File: src/design/pdss_pkg.sv
// ----------------------------------------------------------------------------
// pdss_pkg: shared types and constants of the PDCCH search-space check
// Hash constants, field widths, register indexes and sequencer states.
// ----------------------------------------------------------------------------
package pdss_pkg;

  // Field widths
  localparam int unsigned SfW   = 4;
  localparam int unsigned CfiW  = 2;
  localparam int unsigned RntiW = 16;
  localparam int unsigned CceW  = 7;
  localparam int unsigned HashW = 17;  // hash value ranges over 0..65536
  localparam int unsigned IterW = 5;   // subframe + 1, up to 16

  // Hash recursion Y = (HASH_MULT * Y) mod HASH_MOD, HASH_MOD = 2^16 + 1
  localparam logic [15:0] HASH_MULT = 16'd39827;
  localparam logic [17:0] HASH_MOD  = 18'd65537;

  // Common search space covers the first COMMON_LIMIT CCEs
  localparam logic [4:0] COMMON_LIMIT = 5'd16;

  // UE-specific candidate count minus one per level (levels 8,4 -> 1; 2,1 -> 5)
  localparam logic [2:0] LAST_CAND_HI = 3'd1;
  localparam logic [2:0] LAST_CAND_LO = 3'd5;

  // Configuration register indexes
  localparam logic [1:0] CFG_CCE_CFI1 = 2'd0;
  localparam logic [1:0] CFG_CCE_CFI2 = 2'd1;
  localparam logic [1:0] CFG_CCE_CFI3 = 2'd2;

  // Format indicator codes
  localparam logic [1:0] CFI_NONE = 2'd0;
  localparam logic [1:0] CFI_ONE  = 2'd1;
  localparam logic [1:0] CFI_TWO  = 2'd2;
  localparam logic [1:0] CFI_THREE = 2'd3;

  // Hash unit phases
  typedef enum logic [1:0] {
    H_IDLE,
    H_MUL,
    H_RED
  } hash_ph_e;

  // Top-level sequencer states
  typedef enum logic [2:0] {
    S_IDLE,
    S_HASH,
    S_LVL,
    S_DIV,
    S_CAND,
    S_FIN
  } seq_state_e;

endpackage

File: src/design/pdss_hash.sv
// ----------------------------------------------------------------------------
// pdss_hash: iterated modular hash
// Runs Y = (39827 * Y) mod 65537 a given number of times from a 16-bit seed,
// with a multiply phase and a reduce phase per iteration.
// ----------------------------------------------------------------------------
module pdss_hash (
  input  logic                    clk_i,
  input  logic                    rst_ni,
  input  logic                    start_i,
  input  logic [15:0]             seed_i,
  input  logic [4:0]              iter_i,
  output logic                    done_o,
  output logic [16:0]             y_o
);
  import pdss_pkg::*;

  hash_ph_e          ph_q, ph_d;
  logic [HashW-1:0]  y_q, y_d;
  logic [31:0]       prod_q, prod_d;
  logic [IterW-1:0]  cnt_q, cnt_d;
  logic              done_q, done_d;
  logic [17:0]       diff;

  // 2^16 = -1 mod 65537, so x mod 65537 = lo - hi, corrected once
  always_comb begin
    diff = {2'b00, prod_q[15:0]} - {2'b00, prod_q[31:16]};
    if (diff[17]) begin
      diff = diff + HASH_MOD;
    end
  end

  // Sequence multiply and reduce
  always_comb begin
    ph_d   = ph_q;
    y_d    = y_q;
    prod_d = prod_q;
    cnt_d  = cnt_q;
    done_d = 1'b0;
    case (ph_q)
      H_IDLE: begin
        if (start_i) begin
          y_d   = {1'b0, seed_i};
          cnt_d = iter_i;
          ph_d  = H_MUL;
        end
      end
      H_MUL: begin
        prod_d = {16'd0, HASH_MULT} * {15'd0, y_q};
        ph_d   = H_RED;
      end
      H_RED: begin
        y_d   = diff[HashW-1:0];
        cnt_d = cnt_q - 5'd1;
        if (cnt_q == 5'd1) begin
          done_d = 1'b1;
          ph_d   = H_IDLE;
        end else begin
          ph_d = H_MUL;
        end
      end
      default: ph_d = H_IDLE;
    endcase
  end

  always_ff @(posedge clk_i or negedge rst_ni) begin
    if (!rst_ni) begin
      ph_q   <= H_IDLE;
      done_q <= 1'b0;
    end else begin
      ph_q   <= ph_d;
      done_q <= done_d;
    end
  end

  always_ff @(posedge clk_i) begin
    y_q    <= y_d;
    prod_q <= prod_d;
    cnt_q  <= cnt_d;
  end

  assign done_o = done_q;
  assign y_o    = y_q;

endmodule

File: src/design/pdss_mod.sv
// ----------------------------------------------------------------------------
// pdss_mod: serial remainder unit
// Restoring division of a 17-bit hash by a 7-bit nonzero divisor, one
// quotient bit per cycle; only the remainder is kept.
// ----------------------------------------------------------------------------
module pdss_mod (
  input  logic        clk_i,
  input  logic        rst_ni,
  input  logic        start_i,
  input  logic [16:0] dividend_i,
  input  logic [6:0]  divisor_i,
  output logic        done_o,
  output logic [6:0]  rem_o
);
  import pdss_pkg::*;

  logic              busy_q, busy_d;
  logic              done_q, done_d;
  logic [4:0]        cnt_q, cnt_d;
  logic [HashW-1:0]  dvd_q, dvd_d;
  logic [CceW-1:0]   div_q, div_d;
  logic [CceW-1:0]   rem_q, rem_d;
  logic [CceW:0]     shifted;

  // Shift in the next dividend bit, subtract when it fits
  always_comb begin
    busy_d  = busy_q;
    done_d  = 1'b0;
    cnt_d   = cnt_q;
    dvd_d   = dvd_q;
    div_d   = div_q;
    rem_d   = rem_q;
    shifted = {rem_q, dvd_q[HashW-1]};
    if (start_i) begin
      busy_d = 1'b1;
      cnt_d  = 5'(HashW - 1);
      dvd_d  = dividend_i;
      div_d  = divisor_i;
      rem_d  = '0;
    end else if (busy_q) begin
      if (shifted >= {1'b0, div_q}) begin
        shifted = shifted - {1'b0, div_q};
      end
      rem_d = shifted[CceW-1:0];
      dvd_d = {dvd_q[HashW-2:0], 1'b0};
      cnt_d = cnt_q - 5'd1;
      if (cnt_q == 5'd0) begin
        busy_d = 1'b0;
        done_d = 1'b1;
      end
    end
  end

  always_ff @(posedge clk_i or negedge rst_ni) begin
    if (!rst_ni) begin
      busy_q <= 1'b0;
      done_q <= 1'b0;
    end else begin
      busy_q <= busy_d;
      done_q <= done_d;
    end
  end

  always_ff @(posedge clk_i) begin
    cnt_q <= cnt_d;
    dvd_q <= dvd_d;
    div_q <= div_d;
    rem_q <= rem_d;
  end

  assign done_o = done_q;
  assign rem_o  = rem_q;

endmodule

File: src/design/pdcch_search_space_check.sv
// ----------------------------------------------------------------------------
// pdcch_search_space_check: PDCCH candidate start test
// Sequence: the hash runs subframe+1 iterations, then each aggregation level that fits
// the region has a setup step, a serial remainder and a walk over up to 6 candidates
// (2 at levels 8 and 4), left early on a hit; a result step then raises output valid.
// Input ready only while the sequencer idles, so a new word is accepted only
// after the result of the last one has been registered.
// Reset: asynchronous, active low; CCE count registers clear to zero.
// ----------------------------------------------------------------------------
module pdcch_search_space_check (
  input  logic        clk_i,
  input  logic        rst_ni,
  // Configuration write port
  input  logic        cfg_we_i,
  input  logic [1:0]  cfg_index_i,
  input  logic [6:0]  cfg_data_i,
  // Input stream
  input  logic        s_axis_tvalid,
  output logic        s_axis_tready,
  input  logic [31:0] s_axis_tdata,  // subframe[3:0], cfi[5:4], rnti[21:6], cce_index[28:22]
  // Result stream
  output logic        m_axis_tvalid,
  input  logic        m_axis_tready,
  output logic [7:0]  m_axis_tdata   // match[0]
);
  import pdss_pkg::*;

  logic [CceW-1:0]  cce_cfi1_q, cce_cfi2_q, cce_cfi3_q;

  seq_state_e       state_q, state_d;
  logic [CceW-1:0]  n_q, n_d;
  logic [CceW-1:0]  idx_q, idx_d;
  logic             com_q, com_d;
  logic             hit_q, hit_d;
  logic [1:0]       lv_q, lv_d;
  logic [2:0]       m_q, m_d;
  logic [CceW-1:0]  q_q, q_d;
  logic [CceW-1:0]  r_q, r_d;
  logic             out_valid_q, out_valid_d;
  logic             out_match_q, out_match_d;

  logic [SfW-1:0]   in_sf;
  logic [CfiW-1:0]  in_cfi;
  logic [RntiW-1:0] in_rnti;
  logic [CceW-1:0]  in_idx;
  logic [CceW-1:0]  in_n;
  logic [4:0]       com_lim;
  logic             in_com;
  logic             accept;

  logic             hash_done;
  logic [HashW-1:0] hash_y;
  logic             mod_start;
  logic             mod_done;
  logic [CceW-1:0]  mod_rem;
  logic [CceW-1:0]  lvl_q;
  logic [CceW-1:0]  cand_start;
  logic [CceW-1:0]  r_inc;
  logic [2:0]       last_m;

  // Unpack the input word
  assign in_sf   = s_axis_tdata[3:0];
  assign in_cfi  = s_axis_tdata[5:4];
  assign in_rnti = s_axis_tdata[21:6];
  assign in_idx  = s_axis_tdata[28:22];

  assign s_axis_tready = (state_q == S_IDLE);
  assign accept        = s_axis_tvalid && s_axis_tready;

  // Select the CCE region size by format indicator
  always_comb begin
    case (in_cfi)
      CFI_NONE:  in_n = '0;
      CFI_ONE:   in_n = cce_cfi1_q;
      CFI_TWO:   in_n = cce_cfi2_q;
      CFI_THREE: in_n = cce_cfi3_q;
      default:   in_n = '0;
    endcase
  end

  // Common candidates at levels 8 and 4 start at multiples of 4 whose four CCEs fit within min(N,16)
  assign com_lim = (in_n >= 7'(COMMON_LIMIT)) ? COMMON_LIMIT : in_n[4:0];
  assign in_com  = (in_idx[1:0] == 2'b00) &&
                   (({1'b0, in_idx} + 8'd4) <= {3'b000, com_lim});

  // Level geometry
  assign lvl_q      = n_q >> lv_q;
  assign cand_start = CceW'(r_q << lv_q);
  assign r_inc      = r_q + 7'd1;
  assign last_m     = lv_q[1] ? LAST_CAND_HI : LAST_CAND_LO;

  pdss_hash u_hash (
    .clk_i      (clk_i),
    .rst_ni     (rst_ni),
    .start_i    (accept),
    .seed_i     (in_rnti),
    .iter_i     ({1'b0, in_sf} + 5'd1),
    .done_o     (hash_done),
    .y_o        (hash_y)
  );

  pdss_mod u_mod (
    .clk_i      (clk_i),
    .rst_ni     (rst_ni),
    .start_i    (mod_start),
    .dividend_i (hash_y),
    .divisor_i  (lvl_q),
    .done_o     (mod_done),
    .rem_o      (mod_rem)
  );

  // Sequence hash, per-level remainder and candidate walk
  always_comb begin
    state_d     = state_q;
    n_d         = n_q;
    idx_d       = idx_q;
    com_d       = com_q;
    hit_d       = hit_q;
    lv_d        = lv_q;
    m_d         = m_q;
    q_d         = q_q;
    r_d         = r_q;
    mod_start   = 1'b0;
    out_valid_d = out_valid_q;
    out_match_d = out_match_q;
    if (out_valid_q && m_axis_tready) begin
      out_valid_d = 1'b0;
    end
    case (state_q)
      S_IDLE: begin
        if (accept) begin
          n_d     = in_n;
          idx_d   = in_idx;
          com_d   = in_com;
          hit_d   = 1'b0;
          lv_d    = 2'd3;
          state_d = S_HASH;
        end
      end
      S_HASH: begin
        if (hash_done) begin
          state_d = S_LVL;
        end
      end
      S_LVL: begin
        if (lvl_q == '0) begin
          // skip a level larger than the region
          if (lv_q == 2'd0) begin
            state_d = S_FIN;
          end else begin
            lv_d = lv_q - 2'd1;
          end
        end else begin
          q_d       = lvl_q;
          mod_start = 1'b1;
          state_d   = S_DIV;
        end
      end
      S_DIV: begin
        if (mod_done) begin
          r_d     = mod_rem;
          m_d     = '0;
          state_d = S_CAND;
        end
      end
      S_CAND: begin
        if (cand_start == idx_q) begin
          hit_d   = 1'b1;
          state_d = S_FIN;
        end else if (m_q == last_m) begin
          if (lv_q == 2'd0) begin
            state_d = S_FIN;
          end else begin
            lv_d    = lv_q - 2'd1;
            state_d = S_LVL;
          end
        end else begin
          // advance to the next candidate, wrapping at the level's slot count
          m_d = m_q + 3'd1;
          r_d = (r_inc == q_q) ? '0 : r_inc;
        end
      end
      S_FIN: begin
        if (!out_valid_q || m_axis_tready) begin
          out_valid_d = 1'b1;
          out_match_d = hit_q || com_q;
          state_d     = S_IDLE;
        end
      end
      default: state_d = S_IDLE;
    endcase
  end

  always_ff @(posedge clk_i or negedge rst_ni) begin
    if (!rst_ni) begin
      state_q     <= S_IDLE;
      out_valid_q <= 1'b0;
    end else begin
      state_q     <= state_d;
      out_valid_q <= out_valid_d;
    end
  end

  always_ff @(posedge clk_i) begin
    n_q         <= n_d;
    idx_q       <= idx_d;
    com_q       <= com_d;
    hit_q       <= hit_d;
    lv_q        <= lv_d;
    m_q         <= m_d;
    q_q         <= q_d;
    r_q         <= r_d;
    out_match_q <= out_match_d;
  end

  // Configuration registers; an index beyond the list is dropped
  always_ff @(posedge clk_i or negedge rst_ni) begin
    if (!rst_ni) begin
      cce_cfi1_q <= '0;
      cce_cfi2_q <= '0;
      cce_cfi3_q <= '0;
    end else if (cfg_we_i) begin
      case (cfg_index_i)
        CFG_CCE_CFI1: cce_cfi1_q <= cfg_data_i;
        CFG_CCE_CFI2: cce_cfi2_q <= cfg_data_i;
        CFG_CCE_CFI3: cce_cfi3_q <= cfg_data_i;
        default: ;
      endcase
    end
  end

  assign m_axis_tvalid = out_valid_q;
  assign m_axis_tdata  = {7'd0, out_match_q};

endmodule
File: config.mk
export PLATFORM = sky130hd
export DESIGN_NAME = pdcch_search_space_check
export DESIGN_NICKNAME = d
export VERILOG_FILES = /design/src/design/pdss_pkg.sv /design/src/design/pdss_hash.sv /design/src/design/pdss_mod.sv /design/src/design/pdcch_search_space_check.sv
export SDC_FILE = /design/constraint.sdc
export NUM_CORES = 1
export LEC_CHECK = 0
export ABC_CLOCK_PERIOD_IN_PS = 14850
export CAP_MARGIN = 20
export CORE_MARGIN = 10
export CORE_UTILIZATION = 65
export CTS_CLUSTER_DIAMETER = 50
export CTS_CLUSTER_SIZE = 10
export DETAILED_ROUTE_END_ITERATION = 12
export DONT_BUFFER_PORTS = 1
export GPL_TIMING_DRIVEN = 0
export PLACE_DENSITY = 0.77
export SLEW_MARGIN = 20
export SYNTH_ARGS = -nofsm -noshare
export SYNTH_HDL_FRONTEND = slang
export SYNTH_SLANG_ARGS = --single-unit
File: constraint.sdc
create_clock -name clk_i -period 14.85 [get_ports clk_i]
set_input_delay 4.455 -clock clk_i [delete_from_list [all_inputs] [get_ports clk_i]]
set_output_delay 4.455 -clock clk_i [all_outputs]
set_load 0.005 [all_outputs]
# Word level (Yosys, flattened, before mapping)
# Cells that the tools add are included.
[totals]
register_bits = 156
latchBits = 0
ram_bits = 0
romBits = 0
in_bits = 46
output_inout_bits = 10
word_cells = 155
memories = 0
[op_classes]
addsub = 10
multipliers = 1
div_mod_pow = 0
n_lt_le_gt_ge = 3
n_eq_ne = 28
shift = 2
n_mux = 55
bitwise_logic = 1
reduce_logical = 30
[ops]
columns = ["operator", "n"]
rows = [
  ["$mux 17", 4],
  ["$mux 3", 13],
  ["$mux 7", 5],
  ["$pmux 17 s2", 1],
  ["$mul 16x17->32 const A", 1],
  ["$pmux 7 s4", 1],
  ["$pmux 3 s6", 1],
  ["$add 17x17->17 const B", 1],
  ["$sub 16x16->17", 1],
  ["$mux 1", 16],
  ["$eq 7x7->1", 2],
  ["$ne 2x2->1 const B", 7],
  ["$pmux 7 s2", 1],
  ["$reduce_and 2->1", 7],
  ["$mux 2", 6],
  ["$pmux 2 s3", 2],
  ["$logic_not 2->1", 5],
  ["$mux 5", 2],
  ["$pmux 5 s2", 1],
  ["$sub 5x1->5 const B", 2],
  ["$add 7x3->8 const B", 1],
  ["$eq 2x2->1 const B", 4],
  ["$ge 8x7->1", 1],
  ["$le 8x5->1", 1],
  ["other kinds (31)", 44],
]

# Depth between registers and ports, before layout
# Gate-level depths: netlist of run 1.
[depth]
depth_word = 6
mapped_depth = 22
ltp_nobuf = 22

# Hierarchy
# A second synthesis of run 1 with hierarchy kept.
[hier_totals]
cells_unflattened = 1315
area_unflattened_um2 = 14084.8
[by_module_without_submodules]
columns = ["module", "instances", "cells_each", "area_each_um2", "seq_area_each_um2"]
rows = [
  ["pdss_hash", 1, 840, 8513.2, 1696.6],
  ["pdcch_search_space_check", 1, 303, 3588.4, 1706.6],
  ["pdss_mod", 1, 172, 1983.2, 1011.0],
]

# Worst setup path before layout of run 1
# Ideal clock, no wire load.
[synth_timing]
path_type = "in2reg"
start = "in s_axis_tdata[4]"
end = "reg com_q, data pin"
setup_ns = 0.138
arrival_time_ns = 6.698
required_time_ns = 14.712
slack_ns = 8.014
path_stages = 13
n_path_buf = 1
path_cell_list = "clkbuf_1 mux2_2 a22o_1 nor3_1 nand2_1 ha_1 nor2b_1 o21a_1 o21ai_0 nand2b_1 a21oi_1 a31oi_1 nor2_1"
[synth_via]
elab_chain_cells = 6
word_cells_on_any_way = 9
classes_between = "order compare (2); eq/ne (3); mux (2); reduce/logical (2)"
[synth_lines]
columns = ["element", "line", "rtl"]
rows = [
  ["start: declaration", "pdcch_search_space_check.sv:20", "input logic [31:0] s_axis_tdata,"],
  ["$eq 2x2->1, or another cell as far along", "pdcch_search_space_check.sv:72", "case (in_cfi)"],
  ["$pmux 7 s4 *", "pdcch_search_space_check.sv:72", ""],
  ["net in_n[5]", "pdcch_search_space_check.sv:46", "logic [CceW-1:0] in_n;"],
  ["$ge 7x5->1 *", "pdcch_search_space_check.sv:82", "assign com_lim = (in_n >= 7'(COMMON_LIMIT)) ? COMMON_LIMIT : in_n[4:0];"],
  ["$mux 5 *", "pdcch_search_space_check.sv:82", ""],
  ["$le 8x5->1 *", "pdcch_search_space_check.sv:84", "(({1'b0, in_idx} + 8'd4) <= {3'b000, com_lim});"],
  ["$logic_and 1x1->1 *", "pdcch_search_space_check.sv:83", "assign in_com = (in_idx[1:0] == 2'b00) &&"],
  ["net in_com", "pdcch_search_space_check.sv:48", "logic in_com;"],
  ["end signal: assignment", "pdcch_search_space_check.sv:207", "com_q <= com_d;"],
  ["end: declaration", "pdcch_search_space_check.sv:33", "logic com_q, com_d;"],
]
# The timed path passes the listed nets; every way through them passes the cells marked *.
# A chain may end at the register's enable or synchronous reset.

# Final worst setup path of run 1
# Same ends and word-level chain as after synthesis.

==> results of run 1 <==
## routing by layer
layer,global-route usage [%],wire (µm),share of wire [%]
met4,6.19,544,1.9
met3,4.28,1640,5.8
met1,29.3,12700,45
met2,36.0,13500,48
met5,0,0,0
## cells in the mapped netlist, types with 3 or more instances
cell type  instances
inv_1            211
ha_1             176
edfxtp_1         107
fa_1              93
nand2_1           67
nor2_1            67
o21ai_0           56
a21oi_1           47
mux2_2            43
xnor2_1           41
xor2_1            41
dfrtp_1           30
a21o_1            25
nand3_1           24
nor3_1            23
clkbuf_1          20
nor2b_1           17
dfxtp_1           12
nand2b_1          12
a211oi_1          11
mux2i_1           11
o21a_1            10
buf_4              9
nand4_1            9
a22o_1             8
and3_1             7
or3_1              7
and2_1             6
a31oi_1            5
buf_2              5
nand3b_1           5
o21ai_1            5
o22ai_1            5
or2_2              5
o211ai_1           4
o21bai_1           4
and4_1             3
mux2_1             3
mux4_2             3
nor4_1             3
o41ai_1            3
## logic make-up after synthesis
family / share of synthesized area (%)
simple gates: 10.2
fa+ha+maj: 30.4
buf+inv: 7.19
compound gates: 10.0
flops: 31.5
xor+xnor: 5.38
mux: 5.21
other cells: 0.0281
## worst max-delay path: stages
cell      delay, ps
clkbuf_1        340
mux2_2          380
a22o_1          190
nor3_1          460
nand2_1         110
ha_1            300
nor2b_1         130
o21a_1          160
o21ai_0         140
nand2b_1         70
a21oi_1         130
a31oi_1          50
nor2_1          300
## worst max path at each step
stage | start | to | slack, ps | cells after the start
5_1_grt | s_axis_tdata[4] | com_q | 7420 | 13
2_1_floorplan | s_axis_tdata[4] | com_q | 8010 | 13
3_5_place_dp | s_axis_tdata[4] | com_q | 7400 | 13
3_3_place_gp | s_axis_tdata[4] | com_q | 7450 | 13
4_1_cts | s_axis_tdata[4] | com_q | 7840 | 13
6_report | s_axis_tdata[4] | com_q | 7810 | 13
## stage by stage
stage          std cells  hold slack [ps]  util, %  cell area (µm²)  setup WS (ps)
3_3_place_gp        1558              465     67.8            13700           7450
4_1_cts             1592              476     70.8            14300           7840
3_5_place_dp        1560              463     68.0            13800           7400
6_report            1592              478     70.8            14300           7810
2_1_floorplan       1288              432        -            13400           8010
5_1_grt             1592              492     70.8            14300           7420
## area by class of cell
class | instances | area, µm²
Clock buffer | 17 | 425
Buffer | 34 | 168
Clock inverter | 15 | 136
Inverter | 211 | 792
Tap cell | 270 | 338
Multi-Input combinational cell | 894 | 8220
Timing Repair Buffer | 2 | 42.5
Fill cell | 1555 | 5910
Sequential cell | 149 | 4200
## registers in the layout (all words and copies together), names as in the netlist, 3 cells and up
register	count
m_q	3
r_q	7
u_mod.rem_o	7
cce_cfi3_q	7
cce_cfi2_q	7
u_hash.prod_q	32
n_q	7
q_q	7
u_hash.y_o	17
u_mod.dvd_q	17
cce_cfi1_q	7
state_q	3
u_hash.cnt_q	5
idx_q	7
u_mod.cnt_q	5
==> results, run 1 <==
- Compared with the post-synthesis result, the final layout area differs by 7.30%.
- Synthesis instantiated 70 different standard cells from the library.
- The slew at the pin closest to its max-slew limit is ~1100 ps.
- Counting every sink on the clock net gives about 150.
- The detailed router placed 9111 vias in this run.
- In the routed layout, each cell is associated on average with a via count of about 5.7.
- The floorplan step defined a die boundary enclosing 26700 µm².
- The number of global-route vias before repair is between 9k and 10k.
- The number of antenna violations at the first check in global routing is 0.
- In the global route stage, overall resource usage came out at 22.0%.
- The endpoint of the worst-slack reg-to-reg timing path is u_hash.prod_q[31].
- The startpoint identified for the worst hold timing path is u_mod.cnt_q[4].
- The root buffer cell is clkbuf_16.
- The pre-antenna-repair detailed-routing pass consisted of 5 iterations.
- The number of buffers inserted for hold repair after clock tree synthesis is 0.
- Setup repair after global routing left no endpoint under its margin.
- 56 I/O pins were placed.
- The synthesized design contains 107 enable-type register cells.
- The clock latency on the worst-skew pair is 420 ps.
- The count of buffers from port buffering is 0.
- Summed over all layers, the global routing overflow is 0.
- The aggregate routed wire length is 28300 µm.
- Leaving out fill and tap cells, the most frequent cell in the layout is inv_1.
- The maximum clock frequency is approximately 140 MHz.
- Yosys attributes the largest share of cell area to edfxtp_1 (24%), ha_1 (16%), fa_1 (14%).
- The count of state elements after synthesis is about 150.
- The maximum count of clock buffers along a single path is 2.
- Between clock sinks in the finished design, the worst skew comes to 9.99 ps.
- The cell type with the largest total area after synthesis is edfxtp_1.
- Subtracting the final worst setup slack from the clock period gives 7040 ps.
- Max-cap violations in this run came to 0.
- The die is 163 µm tall.
- In this run the tightest slew margin relative to its limit is 27.0%.
- Summed over all failing endpoints, the final setup total negative slack is 0 ps.
- The clock edge transition at the registers on the reported setup and hold paths is ~70 ps.
- The post-CTS repair timing setup buffer count is 0.
- The worst setup path is launched from an input pin.
- The fraction of layout cells with a size suffix above 1 is 8.55%.
- The required time of the critical path is 15050 ps.
- In the layout the commonest cells are inv_1 (211), ha_1 (176), edfxtp_1 (107), fa_1 (93), nand2_1 (67).
- The HPWL after detailed placement is 21600 µm.
- Across all register-to-register paths, the minimum setup slack is 7930 ps.
- The worst path uses between 40% and 50% of the clock period.
- The post-layout net count is 1624.
- For this run, design rule violations remaining after detail routing come to 0.
- The worst setup path is of the in -> reg kind.
- The routability congestion estimate from global placement is 0.894.
- The quantity of gates resized following cts is 0.
- Of all nets on the critical path, the largest fanout is 8.
- The final number of hold-violating endpoints is 0.
- The standard cell core area is between 20000 and 25000 µm².
- Data arrives at the worst endpoint at 7240 ps.
- The tightest min-delay check is of the reg -> reg type.
- The remaining antenna violation count after routing is 0.
- The number of cells on the worst reg-to-reg path is 19.
- The cell depth of the worst min-delay path is 1.
- The number of design-rule violations left by the first detailed-router iteration is 468.
- The largest net degree at the start of global routing is 31.
- The routed length per instance is between 15 and 20 µm.
- The fraction of synthesized cell area taken by the top area cell type is roughly a quarter.
- The run finished with clean final reports.
- Setup violations remaining at the end of the flow were counted as 0.
- The number of pins with negative max-slew slack in the final report is 0.
- The Yosys step of the flow raised 0 warnings.
- The deepest level of the CTS H-tree is 4.
- After synthesis, the mean cell area works out to between 10 and 15 µm².
- Of all flip-flops after synthesis, the portion carrying an async set or reset was between 20% and 30%.
- For this configuration, the core starts out at a cell density of 66.0%.
- The post-synthesis instance total is ~1.3k.
- The primary flip-flop cell chosen by synthesis mapping is edfxtp_1.
- The sequential cell area fraction in the yosys report is 31.5%.
- The first global-routing pass estimated 46800 µm of wire.
- In this run the core area contains 52 standard-cell rows.
- TritonCTS built the clock tree.
- The post-synthesis instance area is around 13000 µm².
- The worst hold endpoint is u_mod.done_o.
- The number of inserted diodes is 0.
- Clock tree synthesis inserted a total of 17 buffers.
- The startpoint identified for the worst register-to-register timing path is u_hash.y_o[9].
- The chip width is 163 µm.
- The kind of end point of the critical path is a flip-flop.
Power of run 1 is not shown: default switching activity piles up to over one toggle a cycle in this logic, so the estimate is an artifact.
==> run 2, diff against run 1 <==
--- a/config.mk
+++ b/config.mk
@@ -5,7 +5,8 @@
 export SDC_FILE = /design/constraint.sdc
 export NUM_CORES = 1
 export LEC_CHECK = 0
-export ABC_CLOCK_PERIOD_IN_PS = 14850
+export ABC_AREA = 1
+export ABC_CLOCK_PERIOD_IN_PS = 6590
 export CAP_MARGIN = 20
 export CORE_MARGIN = 10
 export CORE_UTILIZATION = 65
==> constraint.sdc (replaced) <==
create_clock -name clk_i -period 6.59 [get_ports clk_i]
set_input_delay 1.977 -clock clk_i [delete_from_list [all_inputs] [get_ports clk_i]]
set_output_delay 1.977 -clock clk_i [all_outputs]
set_load 0.005 [all_outputs]
==> run 2 against run 1 <==
  * Via count up 18%
  * Hold slack better by 8.6 ps
  * Critical path depth up 6
  * Routed wire length up 11%
  * Clock-buffer cell count up 2
  * Utilization up 0.11 points
  * Flip-flop and latch count unchanged
  * Synthesized cell count up 28%
  * Register-to-register slack worse by 7300 ps
  * Non-clock buffer count down 8
  * Critical path type is now reg -> reg
  * Worst setup slack worse by 7200 ps
==> results, run 2 <==
- The flow ran to the end, and the final reports show no timing, DRC or antenna violations.
- u_hash.prod_q holds more flip-flops than any other register.
- Among all stages on the critical path, the largest delay is contributed by edfxtp_1.
- The final worst-path cycle share is 90.5%.
- The per-instance average area after synthesis is 8.47 µm² (-19%).
- The worst hold endpoint is cce_cfi2_q[6].
- The maximum clock frequency is 168 MHz.
- The primary flip-flop cell chosen by synthesis mapping is edfxtp_1.
- The worst setup path is captured at a flip-flop.
- The async set or reset register ratio after synthesis is 20.1% (unchanged).
- The simple logic cell fraction of the synthesized area came to 18.0% (+7.8 points).
- By area the synthesized netlist is led by edfxtp_1 (23%), ha_1 (16%), fa_1 (13%).
- The maximum count of clock buffers along a single path came to 2 (unchanged).
- The worst setup path is of the reg -> reg kind.
- The number of sinks handled by clock tree synthesis is 149 (unchanged).
- Subtracting the final worst setup slack from the clock period gives 5970 ps.
- The growth of design area from synthesis to finish is 7.25% (about the same).
- The number of enable flip-flop cells after synthesis is 107 (unchanged).
- The worst-case headroom to the max-slew limit is 49.5% (+22 points).
- The number of buffers inserted for hold repair after clock tree synthesis was 0 (unchanged).
- The post-CTS repair timing setup buffer count is 0 (unchanged).
- The worst register-to-register path begins at u_hash.y_o[9].
- The chip width is 166 µm (+1.9%).
- Counting stages on the worst path, the most repeated cell is fa_1.
- The all-layer global routing usage is 22.9% (+0.84 points).
- The number of pins with negative max-slew slack in the final report is 0 (unchanged).
- The number of buffers created by CTS was 17 (unchanged).
- The count of TritonRoute iterations in the first routing pass came to 5 (unchanged).
- The mux share of post-synthesis cell area came to 0.0718% (-5.1 points).
- The total of endpoints with negative setup slack in the final report was 0 (unchanged).
- The die height is 166 µm (+1.9%).
- The count of state elements after synthesis is 149 (unchanged).
- Setup repair after global routing left no endpoint under its margin.
- The first-pass GRT wire length is 51900 µm (+11%).
- TritonCTS built the clock tree.
- The number of antenna violations at the first check in global routing is 0 (unchanged).
- The critical path data arrival time came to 6130 ps (-1110 ps).
- The sum of negative setup slack is 0 ps (unchanged).
- The worst-case reg-to-reg path depth is 19 (unchanged).
- The quantity of gates resized following cts is 0 (unchanged).
- The fraction of layout cells with a size suffix above 1 is 5.52% (-3.0 points).
- The final number of hold-violating endpoints is 0 (unchanged).
- The deepest level of the CTS H-tree is 4 (unchanged).
- The number of unique standard cell types used by synthesis was 53 (-24%).
- The adder and majority cell fraction of the synthesized area is 29.2% (-1.3 points).
- By count the netlist is led by nand2_1 (364), inv_1 (344), ha_1 (176).
- The top fanout value on the critical path was 10 (+2).
- The post-layout net count is 1988 (+22%).
- The commonest non-fill, non-tap cell in the layout is nand2_1.
- The aggregate routed wire length is 31500 µm (+11%).
- The routability congestion estimate from global placement is 0.940 (+5.2%).
- The max-capacitance violation count is 0 (unchanged).
- The post-route DRC violation count came to 0 (unchanged).
- The HPWL after detailed placement was 25400 µm (+18%).
- The number of global-route vias before repair is 10.7k (+15%).
- The number of flip-flops under the largest register name is 32 (unchanged).
- The initial core utilization was 66.1% (+0.14 points).
- The library cells used most frequently in the layout, excluding fill and tap cells, are nand2_1 (364), inv_1 (344), ha_1 (176), edfxtp_1 (107), fa_1 (93).
- The xor/xnor cell area share of the yosys netlist is 3.96% (-1.4 points).
- The startpoint identified for the worst hold timing path is cce_cfi2_q[6].
- The cell type with the largest total area after synthesis is edfxtp_1.
- The clock edge transition at the registers on the reported setup and hold paths is 70 ps (about the same).
- The number of inserted diodes is 0 (unchanged).
- The delay of the slowest cell on the worst path came to 800 ps (+340 ps).
- The vias after detailed routing is 10.7k (+18%).
- The number of core rows is 53 (+1.9%).
- The cell with the most instances after synthesis is nand2_1.
- The overall overflow remaining after global route came to 0 (unchanged).
- The post-detailed-route via-to-cell ratio came to 5.47 (-4.4%).
- The standard cell core area is 21100 µm² (+4.2%).
- The share of the synthesized area in compound gates (AO/OA/AOI/OAI) is 7.96% (-2.1 points).
- The cell depth of the worst min-delay path came to 2 (+1).
- The largest net degree at the start of global routing was 31 (unchanged).
- The setup slack of the most critical reg-to-reg path is 620 ps (-7310 ps).
- The number of design-rule violations left by the first detailed-router iteration was 832 (+78%).
- The slew at the pin closest to its max-slew limit is 758 ps (-334 ps).
- The tightest min-delay check is of the reg -> reg type.
- The sort of element at the start of the critical path is a flip-flop.
- The remaining antenna violation count after routing is 0 (unchanged).
- The maximum clock skew at final layout was 15.2 ps (+5.19 ps).
- The clock latency on the worst-skew pair is 430 ps (about the same).
- The routed length per instance is 16.0 µm (-9.8%).
- The fraction of synthesized cell area taken by the top area cell type is 23.0% (-1.0 points).
- The sequential cell area fraction in the yosys report was 30.2% (-1.3 points).
- The area of the die came to 27700 µm² (+3.9%).
- The count of buffers from port buffering is 0 (unchanged).
- The post-synthesis instance area is 13900 µm² (+4.4%).
- In this run the critical register-to-register path is captured at u_hash.prod_q[30].
- The I/O pin count is 56 (unchanged).
- Traced cell by cell, the critical path runs through fa_1 > fa_1 > inv_1 > fa_1 > inv_1 > fa_1 > fa_1 > inv_1 > fa_1 > inv_1 > ha_1 > nand2_1 > nor2_1 > inv_1 > nor3_1 > nand4_1 > nand3_1 > a21oi_1 > xnor2_1.
- By area, the combinational part of the netlist is dominated by adder cells.
- The number of warnings issued by yosys is 0 (unchanged).
- The root buffer cell chosen for the clock tree is clkbuf_16.
- The post-synthesis instance total is 1645 (+28%).
- The required time of the critical path came to 6760 ps (-8290 ps).
run 2: changes by cell type in the layout (fill, tap and decap cells not counted), moves of 11 or more:
cell      delta
xnor2_1     -17
a21oi_1     +15
nand3_1     +43
nand2_1    +297
nand2b_1    -12
a21o_1      -21
mux2_2      -43
inv_1      +133
nor2b_1     -16
nor2_1      +23
o21ai_0     +24
o21ai_1     +11
clkbuf_1    -12
run 2: area by class of cell:
cell class	instances	area, µm²
Clock inverter	13	124
Inverter	349	1310
Clock buffer	19	464
Tap cell	275	344
Sequential cell	149	4200
Multi-Input combinational cell	1128	8290
Timing Repair Buffer	3	46.3
Fill cell	1623	6140
Buffer	25	171
run 2: layer usage:
metal  vias up  global-route usage, %  wire length, µm
met2       300                   40.1            15800
met1      5048                   27.2            13000
met4         0                   9.35             1050
met5         -                      0                0
li1       5299                      -                -
met3        77                   4.17             1590
run 2: metrics by stage:
stage | hold WS (ps) | utilization, % | worst slack, ps | std cells | cell area, µm²
2_1_floorplan | 423 | - | 1400 | 1651 | 14000
3_3_place_gp | 439 | 67.8 | 733 | 1926 | 14300
3_5_place_dp | 474 | 68.1 | 683 | 1929 | 14400
4_1_cts | 490 | 70.9 | 647 | 1961 | 15000
5_1_grt | 516 | 70.9 | 409 | 1961 | 15000
6_report | 487 | 70.9 | 624 | 1961 | 15000
run 2: how the worst max path moves through the flow:
stage / startpoint / end / slack (ps)
4_1_cts: u_hash.y_o[10] / u_hash.prod_q[26] / 650
2_1_floorplan: u_hash.y_o[7] / u_hash.prod_q[21] / 1400
3_3_place_gp: u_hash.y_o[9] / u_hash.prod_q[30] / 730
6_report: u_hash.y_o[9] / u_hash.prod_q[30] / 620
5_1_grt: u_hash.y_o[10] / u_hash.prod_q[26] / 410
3_5_place_dp: u_hash.y_o[9] / u_hash.prod_q[30] / 680
run 2: critical path, delay by kind of cell (launching register included):
family,cells,cell delay (ps)
fa+ha+maj,7,3530
flops,1,800
simple gates,5,830
compound gates,1,100
buf+inv,5,290
xor+xnor,1,140
run 2: cell families (layout without fill, tap and decap cells):
logic type | count (synthesis) | in the layout
multiplexers | 1 | 1
buffers and inverters | 374 | 409
flip-flops | 149 | 149
AND/OR/NAND/NOR | 590 | 590
adder cells (fa/ha/maj) | 269 | 269
AO/OA/AOI/OAI | 198 | 198
other | 1 | 7
XOR/XNOR | 63 | 63
Power of run 2 is left out for the same reason.
==> run 3, diff against run 2 <==
--- a/config.mk
+++ b/config.mk
@@ -5,7 +5,6 @@
 export SDC_FILE = /design/constraint.sdc
 export NUM_CORES = 1
 export LEC_CHECK = 0
-export ABC_AREA = 1
 export ABC_CLOCK_PERIOD_IN_PS = 6590
 export CAP_MARGIN = 20
 export CORE_MARGIN = 10
==> run 3 against run 2 <==
  * Die area fell by 3.7%
  * Cell count fell by 17%
  * Via count fell by 13%
  * Non-clock buffer count rose by 34
  * Design area fell by 2.7%
  * Utilization rose by 1.0 points
  * Critical path depth rose by 1
==> results, run 3 (synthesis gave the netlist of run 1 again) <==
- The run finished with clean final reports.
- The path length in cells of the critical path is 20 (+1).
- The critical path data arrival time is 6530 ps (+400 ps).
- The required time of the critical path was 6760 ps (about the same).
- The kind of path behind the tightest hold check is reg -> reg.
- The post-detailed-route via-to-cell ratio is 5.78 (+5.7%).
- The maximum clock skew at final layout is 10.6 ps (-4.59 ps).
- The top fanout value on the critical path is 7 (-3).
- The cell depth of the worst min-delay path is 1 (-1).
- The worst-case headroom to the max-slew limit is 27.0% (-22 points).
- The count of buffer and inverter cells on the critical path is 5 (unchanged).
- The worst-case reg-to-reg path depth is 20 (+1).
- The count of TritonRoute iterations in the first routing pass is 5 (unchanged).
- The number of buffers inserted for hold repair after clock tree synthesis is 0 (unchanged).
- The minimum period implied by the final worst setup slack was 6370 ps (+399 ps).
- The routability congestion estimate from global placement is 0.894 (-4.9%).
- The overall overflow remaining after global route was 0 (unchanged).
- The worst setup path is captured at a flip-flop.
- The largest net degree at the start of global routing came to 31 (unchanged).
- The chip width was 163 µm (-1.9%).
- The final number of hold-violating endpoints was 0 (unchanged).
- The clock edge transition at the registers on the reported setup and hold paths was 70 ps (about the same).
- The count of buffers from port buffering was 0 (unchanged).
- From synthesis to final layout, the design area changed by 9.00%.
- u_hash.prod_q holds more flip-flops than any other register.
- The number of core rows is 52 (-1.9%).
- The family with the most delay on the worst path is adder cells.
- The area of the die is 26700 µm² (-3.7%).
- The post-route worst setup slack is 225 ps (-399 ps).
- The largest individual stage delay along the critical path comes from the cell fa_1.
- The post-placement worst setup slack is -262 ps (-945 ps).
- The number of flip-flops under the largest register name is 32 (unchanged).
- The fraction of layout cells with a size suffix above 1 is 10.6% (+5.1 points).
- Setup repair after global routing left no endpoint under its margin.
- The number of global-route vias before repair was 9377 (-12%).
- The slew at the pin closest to its max-slew limit is 1090 ps (+334 ps).
- The remaining antenna violation count after routing came to 0 (unchanged).
- The total of endpoints with negative setup slack in the final report is 0 (unchanged).
- The critical path goes through buf_4 > fa_1 > inv_1 > fa_1 > fa_1 > inv_1 > fa_1 > fa_1 > inv_1 > fa_1 > inv_1 > ha_1 > and4_1 > a221oi_4 > a21oi_1 > o31ai_2 > a21oi_1 > or3_1 > a21oi_2 > xnor2_1.
- The deepest level of the CTS H-tree is 4 (unchanged).
- The maximum count of clock buffers along a single path is 2 (unchanged).
- The maximum clock frequency is 157 MHz (-6.3%).
- The most numerous cell type found on the critical path is fa_1.
- The routed length per instance was 18.3 µm (+14%).
- The post-route DRC violation count is 0 (unchanged).
- The post-layout net count is 1650 (-17%).
- The all-layer global routing usage was 22.9% (about the same).
- The die height is 163 µm (-1.9%).
- The max-capacitance violation count is 0 (unchanged).
- The number of placed instances, taps included came to 1560 (-19%).
- The worst setup path is of the reg -> reg kind.
- The number of design-rule violations left by the first detailed-router iteration is 564 (-32%).
- The number of inserted filler cells in the final layout is 1531 (-5.7%).
- The delay of the slowest cell on the worst path was 570 ps (-230 ps).
- The HPWL after detailed placement is 21600 µm (-15%).
- The number of sinks handled by clock tree synthesis came to 149 (unchanged).
- The number of antenna violations at the first check in global routing is 0 (unchanged).
- In the layout the commonest cells are inv_1 (211), ha_1 (175), edfxtp_1 (107), fa_1 (93), nand2_1 (67).
- The standard cell core area is 20200 µm² (-4.0%).
- The final worst-path cycle share is 96.6% (+6.1 points).
- The library cell used most frequently in the layout, excluding fill and tap cells, is inv_1.
- The vias after detailed routing came to 9358 (-13%).
- The setup slack of the most critical reg-to-reg path is 220 ps (-400 ps).
- The root buffer cell is clkbuf_16.
- The I/O pin count is 56 (unchanged).
- The sort of element at the start of the critical path is a flip-flop.
- The clock latency on the worst-skew pair came to 420 ps (about the same).
- The number of pins with negative max-slew slack in the final report is 0 (unchanged).
- The number of buffers created by CTS is 17 (unchanged).
- The first-pass GRT wire length is 48100 µm (-7.4%).
- The TritonCTS clock tree is yes.
- The initial core utilization came to 66.0% (-0.14 points).
- The aggregate routed wire length is 29600 µm (-5.9%).
- The post-layout instance count excluding filler cells is 1619 (-17%).
[run 3: per-layer routing]
layer	GRT usage (%)	share of wire, %	vias to the layer above
met4	7.21	2.0	0
met2	36.6	47	268
met3	5.34	7.5	36
met1	30.2	43	4557
li1	-	-	4497
met5	0	0	-
[run 3: final cells by class]
| type | count | area, µm² | share of cell area (%) |
|---|---|---|---|
| multi-input cells | 894 | 8250 | 56.7 |
| clock inverters | 15 | 136 | 0.937 |
| clock buffers | 17 | 425 | 2.92 |
| diodes | 1 | 2.50 | 0.0172 |
| well taps | 270 | 338 | 2.32 |
| repair buffers | 28 | 238 | 1.63 |
| plain buffers | 34 | 168 | 1.15 |
| flip-flops and latches | 149 | 4200 | 28.9 |
| inverters | 211 | 792 | 5.44 |
[run 3: final timing paths]
| kind | startpoint | endpoint |
|---|---|---|
| hold reg to reg | u_mod.cnt_q[4] | u_mod.done_o |
| setup / recovery | u_hash.y_o[8] | u_hash.prod_q[31] |
| max in group asynchronous | rst_ni | u_hash.ph_q[1] |
| min in group asynchronous | rst_ni | cce_cfi2_q[1] |
| hold / removal | u_mod.cnt_q[4] | u_mod.done_o |
| setup reg to reg | u_hash.y_o[8] | u_hash.prod_q[31] |
[run 3: through the flow]
step / hold slack [ps] / util (%) / instance area [µm²] / setup TNS [ps]
after floorplan: 432 / - / 13400 / 0
after global placement: 465 / 67.8 / 13700 / -158
after detailed placement: 463 / 68.0 / 13800 / -370
after CTS: 476 / 71.6 / 14500 / 0
after global routing: 492 / 71.9 / 14500 / 0
final: 478 / 71.9 / 14600 / 0
[run 3: what timing repair did]
action / 4_1_cts / 5_1_grt
setup endpoints to repair: 3 / 2
setup buffers: 22 / 4
pin swaps: 0 / 0
gates resized for setup: 1 / 4
[run 3: worst reg2reg max path, stage by stage, from the launching register on]
cell and delay (ps):
edfxtp_1 560, buf_4 240, fa_1 470, inv_1 50, fa_1 420, fa_1 560, inv_1 50, fa_1 460
fa_1 570, inv_1 70, fa_1 530, inv_1 40, ha_1 370, and4_1 260, a221oi_4 300, a21oi_1 160
o31ai_2 270, a21oi_1 120, or3_1 370, a21oi_2 160, xnor2_1 70
Power of run 3 is left out for the same reason.
